$ cat src/rtl/core/lbs_pkg.sv
// lbs_pkg: shared types and constants of the link bring-up sequencer
`default_nettype none

package lbs_pkg;

  localparam int unsigned CountdownWidth = 16;
  localparam int unsigned AddrWidth      = 3;
  localparam int unsigned DataWidth      = 32;

  localparam logic [CountdownWidth-1:0] RecoveryMsReset = 16'd1000;

  // register byte addresses
  localparam logic [AddrWidth-1:0] AddrRecoveryMs = 3'd0;

  typedef enum logic [3:0] {
    ST_BOOT      = 4'd0,
    ST_WAIT_HDMI = 4'd1,
    ST_SCAN      = 4'd2,
    ST_DISCOVER  = 4'd3,
    ST_ARC_INIT  = 4'd4,
    ST_QUERY     = 4'd5,
    ST_ATTACH    = 4'd6,
    ST_IDLE      = 4'd7,
    ST_STREAM    = 4'd8,
    ST_DETACH    = 4'd9,
    ST_RECOVERY  = 4'd10
  } fsm_state_t;

  typedef struct packed {
    logic ms_tick;
    logic recovery_request;
    logic hdmi_present;
    logic audio_sys_seen;
    logic arc_started;
    logic system_audio_enabled;
    logic usb_link_ok;
    logic usb_attached;
    logic usb_streaming;
  } item_t;

  typedef struct packed {
    logic [3:0] fsm_code;
    logic       attach_request;
    logic       state_changed;
  } result_t;

  typedef struct packed {
    fsm_state_t                fsm;
    logic                      attach;
    logic [CountdownWidth-1:0] countdown;
  } seq_state_t;

endpackage

`default_nettype wire

$ cat src/rtl/core/lbs_step.sv
// lbs_step: one evaluation pass of the bring-up state machine
`default_nettype none

module lbs_step (
  input  var lbs_pkg::seq_state_t                    cur,
  input  var lbs_pkg::item_t                         item,
  input  var logic [lbs_pkg::CountdownWidth-1:0]     recovery_disconnect_ms,
  output lbs_pkg::seq_state_t                        nxt,
  output lbs_pkg::result_t                           word
);
  import lbs_pkg::*;

  logic [CountdownWidth-1:0] cd_ticked;
  fsm_state_t                s_pre;
  logic                      attach_pre;

  always_comb begin
    cd_ticked = cur.countdown;
    if (item.ms_tick && (cur.countdown != '0)) begin
      cd_ticked = cur.countdown - 1'b1;
    end

    s_pre      = cur.fsm;
    attach_pre = cur.attach;
    nxt.countdown = cd_ticked;
    if (item.recovery_request) begin
      attach_pre    = 1'b0;
      nxt.countdown = recovery_disconnect_ms;
      s_pre         = ST_RECOVERY;
    end

    // readiness loss forces detach before the state rules
    if (((s_pre == ST_ATTACH) || (s_pre == ST_IDLE) || (s_pre == ST_STREAM))
        && !item.usb_link_ok) begin
      s_pre = ST_DETACH;
    end

    nxt.fsm    = s_pre;
    nxt.attach = attach_pre;
    case (s_pre)
      ST_WAIT_HDMI: begin
        if (item.hdmi_present) nxt.fsm = ST_SCAN;
      end
      ST_SCAN: begin
        if (!item.hdmi_present) nxt.fsm = ST_WAIT_HDMI;
        else if (item.audio_sys_seen) nxt.fsm = ST_DISCOVER;
      end
      ST_DISCOVER: begin
        if (!item.hdmi_present) nxt.fsm = ST_WAIT_HDMI;
        else if (!item.audio_sys_seen) nxt.fsm = ST_SCAN;
        else if (item.system_audio_enabled || item.arc_started) nxt.fsm = ST_ARC_INIT;
      end
      ST_ARC_INIT: begin
        if (!item.hdmi_present) nxt.fsm = ST_WAIT_HDMI;
        else if (!item.audio_sys_seen) nxt.fsm = ST_SCAN;
        else if (item.arc_started) nxt.fsm = ST_QUERY;
      end
      ST_QUERY: begin
        if (!item.hdmi_present) nxt.fsm = ST_WAIT_HDMI;
        else if (item.usb_link_ok) nxt.fsm = ST_ATTACH;
        else if (!item.arc_started) nxt.fsm = ST_ARC_INIT;
      end
      ST_ATTACH: begin
        nxt.attach = 1'b1;
        if (item.usb_attached) nxt.fsm = ST_IDLE;
      end
      ST_IDLE: begin
        if (item.usb_streaming) nxt.fsm = ST_STREAM;
      end
      ST_STREAM: begin
        if (!item.usb_streaming) nxt.fsm = ST_IDLE;
      end
      ST_DETACH: begin
        nxt.attach = 1'b0;
        if (!item.usb_attached) begin
          if (!item.hdmi_present) nxt.fsm = ST_WAIT_HDMI;
          else if (!item.audio_sys_seen) nxt.fsm = ST_SCAN;
          else if (!item.arc_started) nxt.fsm = ST_ARC_INIT;
          else nxt.fsm = ST_QUERY;
        end
      end
      ST_RECOVERY: begin
        if ((nxt.countdown == '0) && !item.usb_attached) nxt.fsm = ST_QUERY;
      end
      default: begin
        // boot and unused codes
        nxt.fsm = ST_WAIT_HDMI;
      end
    endcase

    word.fsm_code       = nxt.fsm;
    word.attach_request = nxt.attach;
    word.state_changed  = (nxt.fsm != cur.fsm);
  end

endmodule

`default_nettype wire

$ cat src/rtl/core/link_bringup_sequencer.sv
// link_bringup_sequencer: top level with result register, skid stage and config port
//
// each input word is one evaluation pass of the bring-up machine; it carries
// the link status flags and a one-millisecond tick. every input word yields
// exactly one result word: state code, attach request and a change pulse.
// input channel: item / item_valid / item_stall, accepted when valid and not
// stall. result channel: result / result_valid / result_stall, same rule.
// an accepted word's result is registered, in the skid while a result waits;
// throughput is one word per cycle while item_stall is low (single lbs_step pass).
// the result register is backed by a one-word skid stage, so a word is still
// accepted while a result waits; item_stall rises only once the skid is full
// and drops the cycle after the receiver takes a word.
// the APB port holds recovery_disconnect_ms at address 0; pready is always
// high and writes land on the access cycle.
// synchronous reset puts the machine in boot, clears the attach request and
// countdown, loads recovery_disconnect_ms with 1000 and empties both stages.
`default_nettype none

module link_bringup_sequencer (
  input  var logic                            clk,
  input  var logic                            rst,
  input  var lbs_pkg::item_t                  item,
  input  var logic                            item_valid,
  output logic                                item_stall,
  output lbs_pkg::result_t                    result,
  output logic                                result_valid,
  input  var logic                            result_stall,
  input  var logic                            psel,
  input  var logic                            penable,
  input  var logic                            pwrite,
  input  var logic [lbs_pkg::AddrWidth-1:0]   paddr,
  input  var logic [lbs_pkg::DataWidth-1:0]   pwdata,
  output logic [lbs_pkg::DataWidth-1:0]       prdata,
  output logic                                pready
);
  import lbs_pkg::*;

  logic [CountdownWidth-1:0] recovery_disconnect_ms;
  seq_state_t                cur;
  seq_state_t                cur_next;
  result_t                   word;
  result_t                   skid;
  logic                      skid_valid;
  logic                      accept;
  logic                      take;
  logic                      cfg_write;

  assign pready     = 1'b1;
  assign cfg_write  = psel && penable && pwrite && (paddr == AddrRecoveryMs);
  assign prdata     = (paddr == AddrRecoveryMs)
                    ? {{(DataWidth-CountdownWidth){1'b0}}, recovery_disconnect_ms} : '0;

  assign item_stall = skid_valid;
  assign accept     = item_valid && !item_stall;
  assign take       = result_valid && !result_stall;

  lbs_step u_step (
    .cur                    (cur),
    .item                   (item),
    .recovery_disconnect_ms (recovery_disconnect_ms),
    .nxt                    (cur_next),
    .word                   (word)
  );

  always_ff @(posedge clk) begin
    if (rst) begin
      recovery_disconnect_ms <= RecoveryMsReset;
      cur.fsm                <= ST_BOOT;
      cur.attach             <= 1'b0;
      cur.countdown          <= '0;
      result_valid           <= 1'b0;
      skid_valid             <= 1'b0;
    end else begin
      if (cfg_write) begin
        recovery_disconnect_ms <= pwdata[CountdownWidth-1:0];
      end
      if (accept) begin
        cur <= cur_next;
      end
      if (accept && result_valid && result_stall) begin
        skid_valid <= 1'b1;
      end else if (accept) begin
        result_valid <= 1'b1;
      end else if (take && skid_valid) begin
        skid_valid <= 1'b0;
      end else if (take) begin
        result_valid <= 1'b0;
      end
    end
  end

  // payload side of the result register and skid
  always_ff @(posedge clk) begin
    if (accept && result_valid && result_stall) begin
      skid <= word;
    end else if (accept) begin
      result <= word;
    end else if (take && skid_valid) begin
      result <= skid;
    end
  end

endmodule

`default_nettype wire

$ cat config.mk
export PLATFORM = sky130hd
export DESIGN_NAME = link_bringup_sequencer
export DESIGN_NICKNAME = d
export VERILOG_FILES = /design/src/rtl/core/lbs_pkg.sv /design/src/rtl/core/lbs_step.sv /design/src/rtl/core/link_bringup_sequencer.sv
export SDC_FILE = /design/constraint.sdc
export NUM_CORES = 1
export LEC_CHECK = 0
export BUFFER_PORTS_ARGS = -buffer_cell sky130_fd_sc_hd__buf_2
export CAP_MARGIN = 15
export CORE_MARGIN = 1.5
export CORE_UTILIZATION = 50
export CTS_BUF_LIST = sky130_fd_sc_hd__clkbuf_4
export DETAILED_ROUTE_END_ITERATION = 10
export PLACE_DENSITY = 0.89
export REMOVE_ABC_BUFFERS = 1
export SLEW_MARGIN = 15
export SYNTH_ARGS = -nofsm -noshare
export SYNTH_HDL_FRONTEND = slang
export SYNTH_SLANG_ARGS = --single-unit
$ cat constraint.sdc
create_clock -name clk -period 2.7 [get_ports clk]
set_input_delay 0.405 -clock clk [delete_from_list [all_inputs] [get_ports clk]]
set_output_delay 0.405 -clock clk [all_outputs]
set_load 0.05 [all_outputs]
# [Yosys cells after proc, flatten, opt, wreduce, memory -nomap -nowiden]
# Cells that the tools add are included.
[word_totals] reg_bits=51 inputBits=51 elab_cells=93
[classes] eq_ne=16 muxes=36 add_sub_neg=1 bitwise=1 n_reduce_logical=27
[op_table] cell="4-bit 2-to-1 mux" n=20
[op_table] cell="16-bit 2-to-1 mux" n=3
[op_table] cell="4-bit case mux with 10 select lines" n=1
[op_table] cell="4-bit by 3-bit equality test with 1-bit output (second input constant)" n=6
[op_table] cell="4-bit equality test (second input constant)" n=4
[op_table] cell="16-bit logical NOT" n=1
[op_table] cell="16-bit nonzero test" n=1
[op_table] cell="16-bit by 1-bit subtractor with 16-bit output (second input constant)" n=1
[op_table] cell="6-bit 2-to-1 mux" n=2
[op_table] cell="1-bit logical AND" n=11
[op_table] cell="4-bit by 2-bit equality test with 1-bit output (second input constant)" n=2
[op_table] cell="1-bit 2-to-1 mux" n=8
[op_table] cell="2-bit nonzero test" n=3
[op_table] cell="4-bit by 1-bit equality test with 1-bit output (second input constant)" n=1
[op_table] cell="1-bit logical NOT" n=4
[op_table] cell="4-bit != test" n=1
[op_table] cell="2-bit AND reduction" n=2
[op_table] cell="3-bit logical NOT" n=1
[op_table] cell="1-bit logical OR" n=3
[op_table] cell="3-bit 2-to-1 mux" n=1
[op_table] cell="3-bit AND reduction" n=1
[op_table] cell="2-bit by 1-bit != test with 1-bit output (second input constant)" n=1
[op_table] cell="2-bit != test (second input constant)" n=1
[op_table] cell="1-bit case mux with 2 select lines" n=1
[op_table] cell="1-bit NOT" n=1

# [Logic depth before layout (Yosys ltp)]
# Gate-level depths: netlist of the first run.
[logic_depth] depth_word=12 depth_mapped=12 mapped_depth_nobuf=11

# [Modules after synthesis]
# From an unflattened synthesis of the first run, not the netlist that was laid out.
[hier_totals] hier_cells=438 hier_area_um2=3470.8
[by_module_without_submodules] mod="link_bringup_sequencer" seq_area_each_um2=1141.1 n_inst=1 cells_per_inst=242 area_each_um2=2217.1
[by_module_without_submodules] mod="lbs_step" seq_area_each_um2=0.0 n_inst=1 cells_per_inst=196 area_each_um2=1253.7

# [Worst setup path after synthesis of the first run]
# No wires, ideal clock.
[synth_path] path_type="register -> register" start="register cur[0] (netlist name)" end="register result[0] in the netlist's numbering, data pin" path_slack_ns=-0.287 required_ns=2.440 t_arrival_ns=2.727 stages_incl_launch_ff=13 setup_time_ns=0.260 path_buffers=1 path_cell_list="dfxtp_1 inv_1 ha_1 nor3b_1 and4_4 or4_1 a21o_1 and3_1 buf_2 a41oi_1 xor2_1 nand4_2 mux2_4"
[synth_lines] item="to (signal assigned)" line="link_bringup_sequencer.sv:97" text="result <= word;"
[synth_lines] item="to (signal assigned)" line="link_bringup_sequencer.sv:99" text="result <= skid;"
[synth_lines] item="to (decl)" line="link_bringup_sequencer.sv:25" text="output lbs_pkg::result_t result,"

==> impl_metrics.env, run 1 <==
export IMPL_ys_flop_type="dfxtp_1"
export IMPL_rr_startpoint="cur[0]$_SDFFE_PP0P_"
export IMPL_skew_ns=0.00483
export IMPL_muxShareOfSynthArea=0.0127
export IMPL_cts_hold_buf=0
export IMPL_synth_edff_count=12
export IMPL_final_cell_area_sq_um=4710
export IMPL_core_sq_um=6910
export IMPL_grt_pass1_vias=3791
export IMPL_ant_nets=0
export IMPL_syn_avg_cell_area_sq_um=7.66
export IMPL_fin_setup_tns_ns=-0.590
export IMPL_ys_seq_elements=51
export IMPL_irDropWorstVdd_mv=0.342
export IMPL_initial_core_util=0.527
export IMPL_drc_errors=0
export IMPL_relSlewSlack=0.490
export IMPL_path_clk_slew_ns=0.14
export IMPL_grt_max_degree=40
export IMPL_grt_overflow=0
export IMPL_reg2reg_depth=13
export IMPL_setup_viol=5
export IMPL_die_area_sq_um=7800
export IMPL_yosys_area_top_type_share=0.215
export IMPL_fillCellCount=572
export IMPL_cts_inserted_buffers=5
export IMPL_crit_type="register to register"
export IMPL_die_x_um=88.3
export IMPL_finalWirelength_mm=10.3
export IMPL_synth_xor_area_frac=0.00241
export IMPL_avgRoutedWirePerCell_um=15.0
export IMPL_die_y_um=88.3
export IMPL_synth_common_cells="nand2_1, nor2_1, a21oi_1, dfxtp_1, clkbuf_1"
export IMPL_hp_class="input port to register"
export IMPL_setup_worst_path_start_class="register"
export IMPL_endpoint_kind="register"
export IMPL_dpl_hpwl_mm=7.45
export IMPL_areaGrowthSynthToFinish_pct=29.5
export IMPL_yosys_cell_types_count=73
export IMPL_grt_first_pass_wirelength_mm=17.0
export IMPL_ios=92
export IMPL_synth_top_cell_by_area="dfxtp_1"
export IMPL_p_leak_uw=0.00202
export IMPL_synthTopCellsByArea="dfxtp_1, edfxtp_1, nand2_1"
export IMPL_vias=4000
export IMPL_tightest_slew_ns=0.765
export IMPL_setup_slack_ns=-0.266
export IMPL_finalCritPeriodShare=1.10
export IMPL_p_per_area_nw_per_um2=461
export IMPL_async_flop_share=0
export IMPL_path_max_fanout=5
export IMPL_cp_endpoint="skid[0]$_DFFE_PP_"
export IMPL_max_freq_mhz=337
export IMPL_synth_most_common_cell="nand2_1"
export IMPL_syn_inst=475
export IMPL_synth_compound_area_frac=0.244
export IMPL_synthSimpleGateAreaFrac=0.335
export IMPL_worstPathArrival_ns=3.12
export IMPL_crit_required_ns=2.85
export IMPL_drt_iter0_markers=206
export IMPL_period_minus_slack_ns=2.97
export IMPL_multi_input_area_sq_um=2380
export IMPL_hold_ws_ns=0.230
export IMPL_yosys_warnings=0
export IMPL_clk_latency_ns=0.38
export IMPL_io_buffers=58
export IMPL_drv_slew=0
export IMPL_nNetsFinal=643
export IMPL_grt_usage=0.272
export IMPL_cts_tree="done"
export IMPL_cap_violations=0
export IMPL_rr_endpoint="skid[0]$_DFFE_PP_"
export IMPL_crit_path_start="cur[0]$_SDFFE_PP0P_"
export IMPL_final_core_util=0.682
export IMPL_outcome="complete, but fails checks"
export IMPL_clockRootBuffer="clkbuf_4"
export IMPL_synth_top_family_by_area="simple AND/OR/NAND/NOR gates"
export IMPL_seq_area_sq_um=1140
export IMPL_dr_pass1_iters=5
export IMPL_synthAdderAreaFrac=0.00344
export IMPL_cts_num_sinks=51
export IMPL_synth_area_sq_um=3640
export IMPL_reg2reg_slack_ns=-0.27
export IMPL_fp_row_count=30
export IMPL_cts_path_max_buffers=2
export IMPL_rsz0062_at_grt="true"
export IMPL_diodes=0
export IMPL_htree_levels=2
export IMPL_hold_viol=0
export IMPL_ys_seq_area_frac=0.314
export IMPL_grt_antenna_before_repair=0
export IMPL_place_area_sq_um=4410
export IMPL_gp_congestion=0.985
export IMPL_drive_above_1_share=0.326
export IMPL_violations="negative setup slack"
export IMPL_via_per_inst=5.81
export IMPL_dpl_worst_slack_ns=-0.303
## routing by layer
metal | global-route usage | vias to the layer above | routed length (um) | share of wire
li1 | - | 1942 | - | -
met1 | 0.337 | 1859 | 4410 | 0.43
met2 | 0.480 | 171 | 4990 | 0.49
met3 | 0.0466 | 28 | 620 | 0.060
met4 | 0.0895 | 0 | 262 | 0.025
met5 | 0 | - | 0 | 0
## worst min path at each step
stage	from	end	slack (ns)	cells after the start
final	pwdata[9]	recovery_disconnect_ms[9]$_SDFFE_PP1P_	0.23	3
after floorplan	recovery_disconnect_ms[10]$_SDFFE_PP0P_	recovery_disconnect_ms[10]$_SDFFE_PP0P_	0.43	2
after global routing	pwdata[7]	recovery_disconnect_ms[7]$_SDFFE_PP1P_	0.22	3
after CTS	pwdata[9]	recovery_disconnect_ms[9]$_SDFFE_PP1P_	0.23	3
after global placement	recovery_disconnect_ms[4]$_SDFFE_PP0P_	recovery_disconnect_ms[4]$_SDFFE_PP0P_	0.45	2
after detailed placement	recovery_disconnect_ms[4]$_SDFFE_PP0P_	recovery_disconnect_ms[4]$_SDFFE_PP0P_	0.46	2
## critical path: stages (launching register included)
cell and delay [ns]:
dfxtp_2 0.36, inv_2 0.05, ha_4 0.16, nor3b_2 0.16, and4_4 0.19, buf_4 0.14
o32ai_2 0.24, nand4_1 0.20, a221oi_4 0.40, a41oi_2 0.20, xor2_1 0.23, nand4_2 0.14
buf_4 0.16, buf_4 0.12
## timing repair
item                                    4_1_cts  5_1_grt
pin swaps                                    14       11
endpoints found under the setup margin       12       12
setup buffers                                 3        7
resized for setup                            20       14
## state kept, by name, summed over array words and instances (netlist names)
register / flops
cur: 21
item_stall: 1
recovery_disconnect_ms: 16
result: 6
result_valid: 1
skid: 6
## metrics by stage
step	power (uW)	std cells
2_1_floorplan	1320	444
3_3_place_gp	1620	670
3_5_place_dp	1630	670
4_1_cts	2110	681
5_1_grt	2270	688
6_report	2170	688
## cells in the final DEF (no fill, tap or decap), drive strengths merged, types with 5 or more instances in the layout
cell type    n
o21ai       19
a21oi       39
nand2b       8
clkbuf       7
nand2       68
buf        140
nor3        15
and3         6
nand4       15
o211ai       5
edfxtp      12
a31oi        6
inv         16
a22oi        6
dfxtp       39
and2        22
a211oi       7
conb        17
nand3b       9
nand3       12
nor2        42
## area by class of cell
class,instances,area share
clock buffers,7,0.0111
multi-input cells,377,0.504
well taps,96,0.0255
clock inverters,1,0.00637
flip-flops and latches,51,0.243
repair buffers,140,0.197
inverters,16,0.0127
## cells by family after synthesis
logic type	Yosys count
fa+ha+maj	1
flops	51
buf+inv	62
compound gates	127
other cells	2
simple gates	227
mux	4
xor+xnor	1
## power breakdown
| group | internal, uW | total (uW) | switching [uW] |
|---|---|---|---|
| clock | 217 | 461 | 245 |
| combinational | 367 | 858 | 491 |
| sequential | 824 | 853 | 28.7 |
| total | 1410 | 2170 | 764 |
No activity file was read; power rests on OpenSTA's default activity.
==> inputs of run 2 (changes only) <==
Settings changed: CORE_ASPECT_RATIO from default to 1.2.
==> run 2 against run 1 <==
Effect of this change:
- the run still ends with negative setup slack left
- worst hold slack lost 0.013 ns
- maximum frequency is 2.1% lower
- sequential share of layout area about the same
- first-iteration DRC count increased by 38%
- sequential power is essentially flat
- combinational power hardly changed
- flip-flop and latch count is the same
- global-route usage increased by 0.91 points
==> impl_metrics.env, run 2 (synthesis results as in run 1) <==
export IMPL_min_path_cells=3
export IMPL_avgRoutedWirePerCell_um=15.7
export IMPL_irDropWorstVdd_mv=0.438
export IMPL_clk_latency_ns=0.39
export IMPL_dr_pass1_iters=5
export IMPL_gp_congestion=0.943
export IMPL_period_minus_slack_ns=3.03
export IMPL_layout_common_cells="buf_4, nand2_1, buf_2"
export IMPL_crit_required_ns=2.85
export IMPL_hp_class="input port to register"
export IMPL_hold_start="pwdata[9]"
export IMPL_core_sq_um=6940
export IMPL_diodes=0
export IMPL_cap_violations=0
export IMPL_reg2reg_slack_ns=-0.33
export IMPL_outcome="complete, but fails checks"
export IMPL_setup_viol=10
export IMPL_dpl_hpwl_mm=7.56
export IMPL_die_x_um=80.9
export IMPL_reg2reg_depth=12
export IMPL_max_freq_mhz=330
export IMPL_endpoint_kind="register"
export IMPL_violations="negative setup slack"
export IMPL_die_area_sq_um=7800
export IMPL_skew_ns=0.0211
export IMPL_drt_iter0_markers=285
export IMPL_cts_path_max_buffers=2
export IMPL_cts_hold_buf=0
export IMPL_vias=3999
export IMPL_hold_viol=0
export IMPL_ios=92
export IMPL_cts_tree="done"
export IMPL_finalWirelength_mm=10.6
export IMPL_p_leak_uw=0.00202
export IMPL_rr_startpoint="cur[1]$_SDFFE_PP0P_"
export IMPL_ant_nets=0
export IMPL_grt_antenna_before_repair=0
export IMPL_regMostFlops="cur"
export IMPL_power_uw=2280
export IMPL_die_y_um=96.4
export IMPL_path_clk_slew_ns=0.18
export IMPL_worstPathArrival_ns=3.18
export IMPL_grt_first_pass_wirelength_mm=17.4
export IMPL_initial_core_util=0.525
export IMPL_cts_inserted_buffers=5
export IMPL_grt_max_degree=40
export IMPL_clockRootBuffer="clkbuf_4"
export IMPL_grt_overflow=0
export IMPL_drv_slew=0
export IMPL_rsz0062_at_grt="true"
export IMPL_top_regs="cur x21, recovery_disconnect_ms x16"
export IMPL_final_cells=674
export IMPL_fp_row_count=33
export IMPL_relSlewSlack=0.468
export IMPL_nNetsFinal=638
export IMPL_setup_worst_path_start_class="register"
export IMPL_grt_pass1_vias=3880
export IMPL_finalCritPeriodShare=1.12
export IMPL_place_inst=658
export IMPL_areaGrowthSynthToFinish_pct=30.2
export IMPL_grt_usage=0.281
export IMPL_hold_end="recovery_disconnect_ms[9]$_SDFFE_PP1P_"
export IMPL_io_buffers=58
export IMPL_drc_errors=0
export IMPL_tightest_slew_ns=0.798
export IMPL_drive_above_1_share=0.329
export IMPL_path_max_fanout=7
export IMPL_largest_register_ffs=21
export IMPL_crit_type="register to register"
export IMPL_via_per_inst=5.93
export IMPL_cts_num_sinks=51
export IMPL_rr_endpoint="result[0]$_DFFE_PP_"
export IMPL_setup_slack_ns=-0.329
export IMPL_htree_levels=2
export IMPL_final_common_cell="buf_4"
export IMPL_p_per_area_nw_per_um2=481
[run 2: cell types whose count changed in the layout (fill, tap and decap cells not counted), moves of 2 or more]
cell	previous run	this run
buf_4	78	73
a211oi_1	6	4
a211oi_2	1	3
clkbuf_4	7	5
[run 2: final cells by class]
type	count	area (sq um)
flip-flops and latches	51	1150
well taps	87	109
clock buffers	5	37.5
repair buffers	135	901
clock inverters	3	71.3
multi-input cells	377	2410
inverters	16	60.1
fillers	543	2200
[run 2: repair_timing]
| item | 4_1_cts | 5_1_grt |
|---|---|---|
| pin swaps | 18 | 12 |
| endpoints found under the setup margin | 12 | 13 |
| gates cloned | 0 | 0 |
| resized for setup | 24 | 18 |
| buffers inserted | 4 | 4 |
[run 2: critical path: stages (launching register included)]
cell and delay (ns):
dfxtp_2 0.36, buf_4 0.15, nor4b_4 0.36, nand2_1 0.13, buf_4 0.17, o41ai_1 0.24
nand4_1 0.19, a221oi_4 0.35, buf_6 0.18, nand4_1 0.09, o211ai_1 0.15, nand4_2 0.14
mux2_4 0.28
[run 2: per-layer routing]
layer	track usage	vias to the layer above	share of wire
met3	0.0451	31	0.052
met4	0.139	0	0.035
li1	-	1919	-
met5	0	-	0
met1	0.323	1882	0.40
met2	0.501	167	0.51
[run 2: worst max path at each step]
stage	slack [ns]	depth (start not counted)	startpoint	to
after floorplan	-0.23	11	cur[0]$_SDFFE_PP0P_	result[0]$_DFFE_PP_
after global placement	-0.28	12	cur[0]$_SDFFE_PP0P_	result[0]$_DFFE_PP_
after detailed placement	-0.38	10	item[8]	result[0]$_DFFE_PP_
after CTS	-0.23	13	cur[0]$_SDFFE_PP0P_	result[0]$_DFFE_PP_
after global routing	-0.43	13	cur[0]$_SDFFE_PP0P_	result[0]$_DFFE_PP_
final	-0.33	12	cur[1]$_SDFFE_PP0P_	result[0]$_DFFE_PP_
[run 2: where the power goes]
group          total (uW)  internal, uW  switching (uW)
clock                 572           295             277
sequential            852           824            27.9
combinational         856           353             503
total                2280          1470             807
[run 2: stage by stage]
step	hold WS, ns	utilization	setup WS [ns]	setup TNS (ns)	instance area, sq um
floorplan	0.434	-	-0.227	-0.227	3440
global placement	0.451	0.632	-0.276	-0.916	4390
detailed placement	0.474	0.632	-0.384	-1.45	4390
CTS	0.216	0.665	-0.230	-0.527	4610
global route	0.219	0.683	-0.426	-2.29	4740
finish	0.217	0.683	-0.329	-1.27	4740
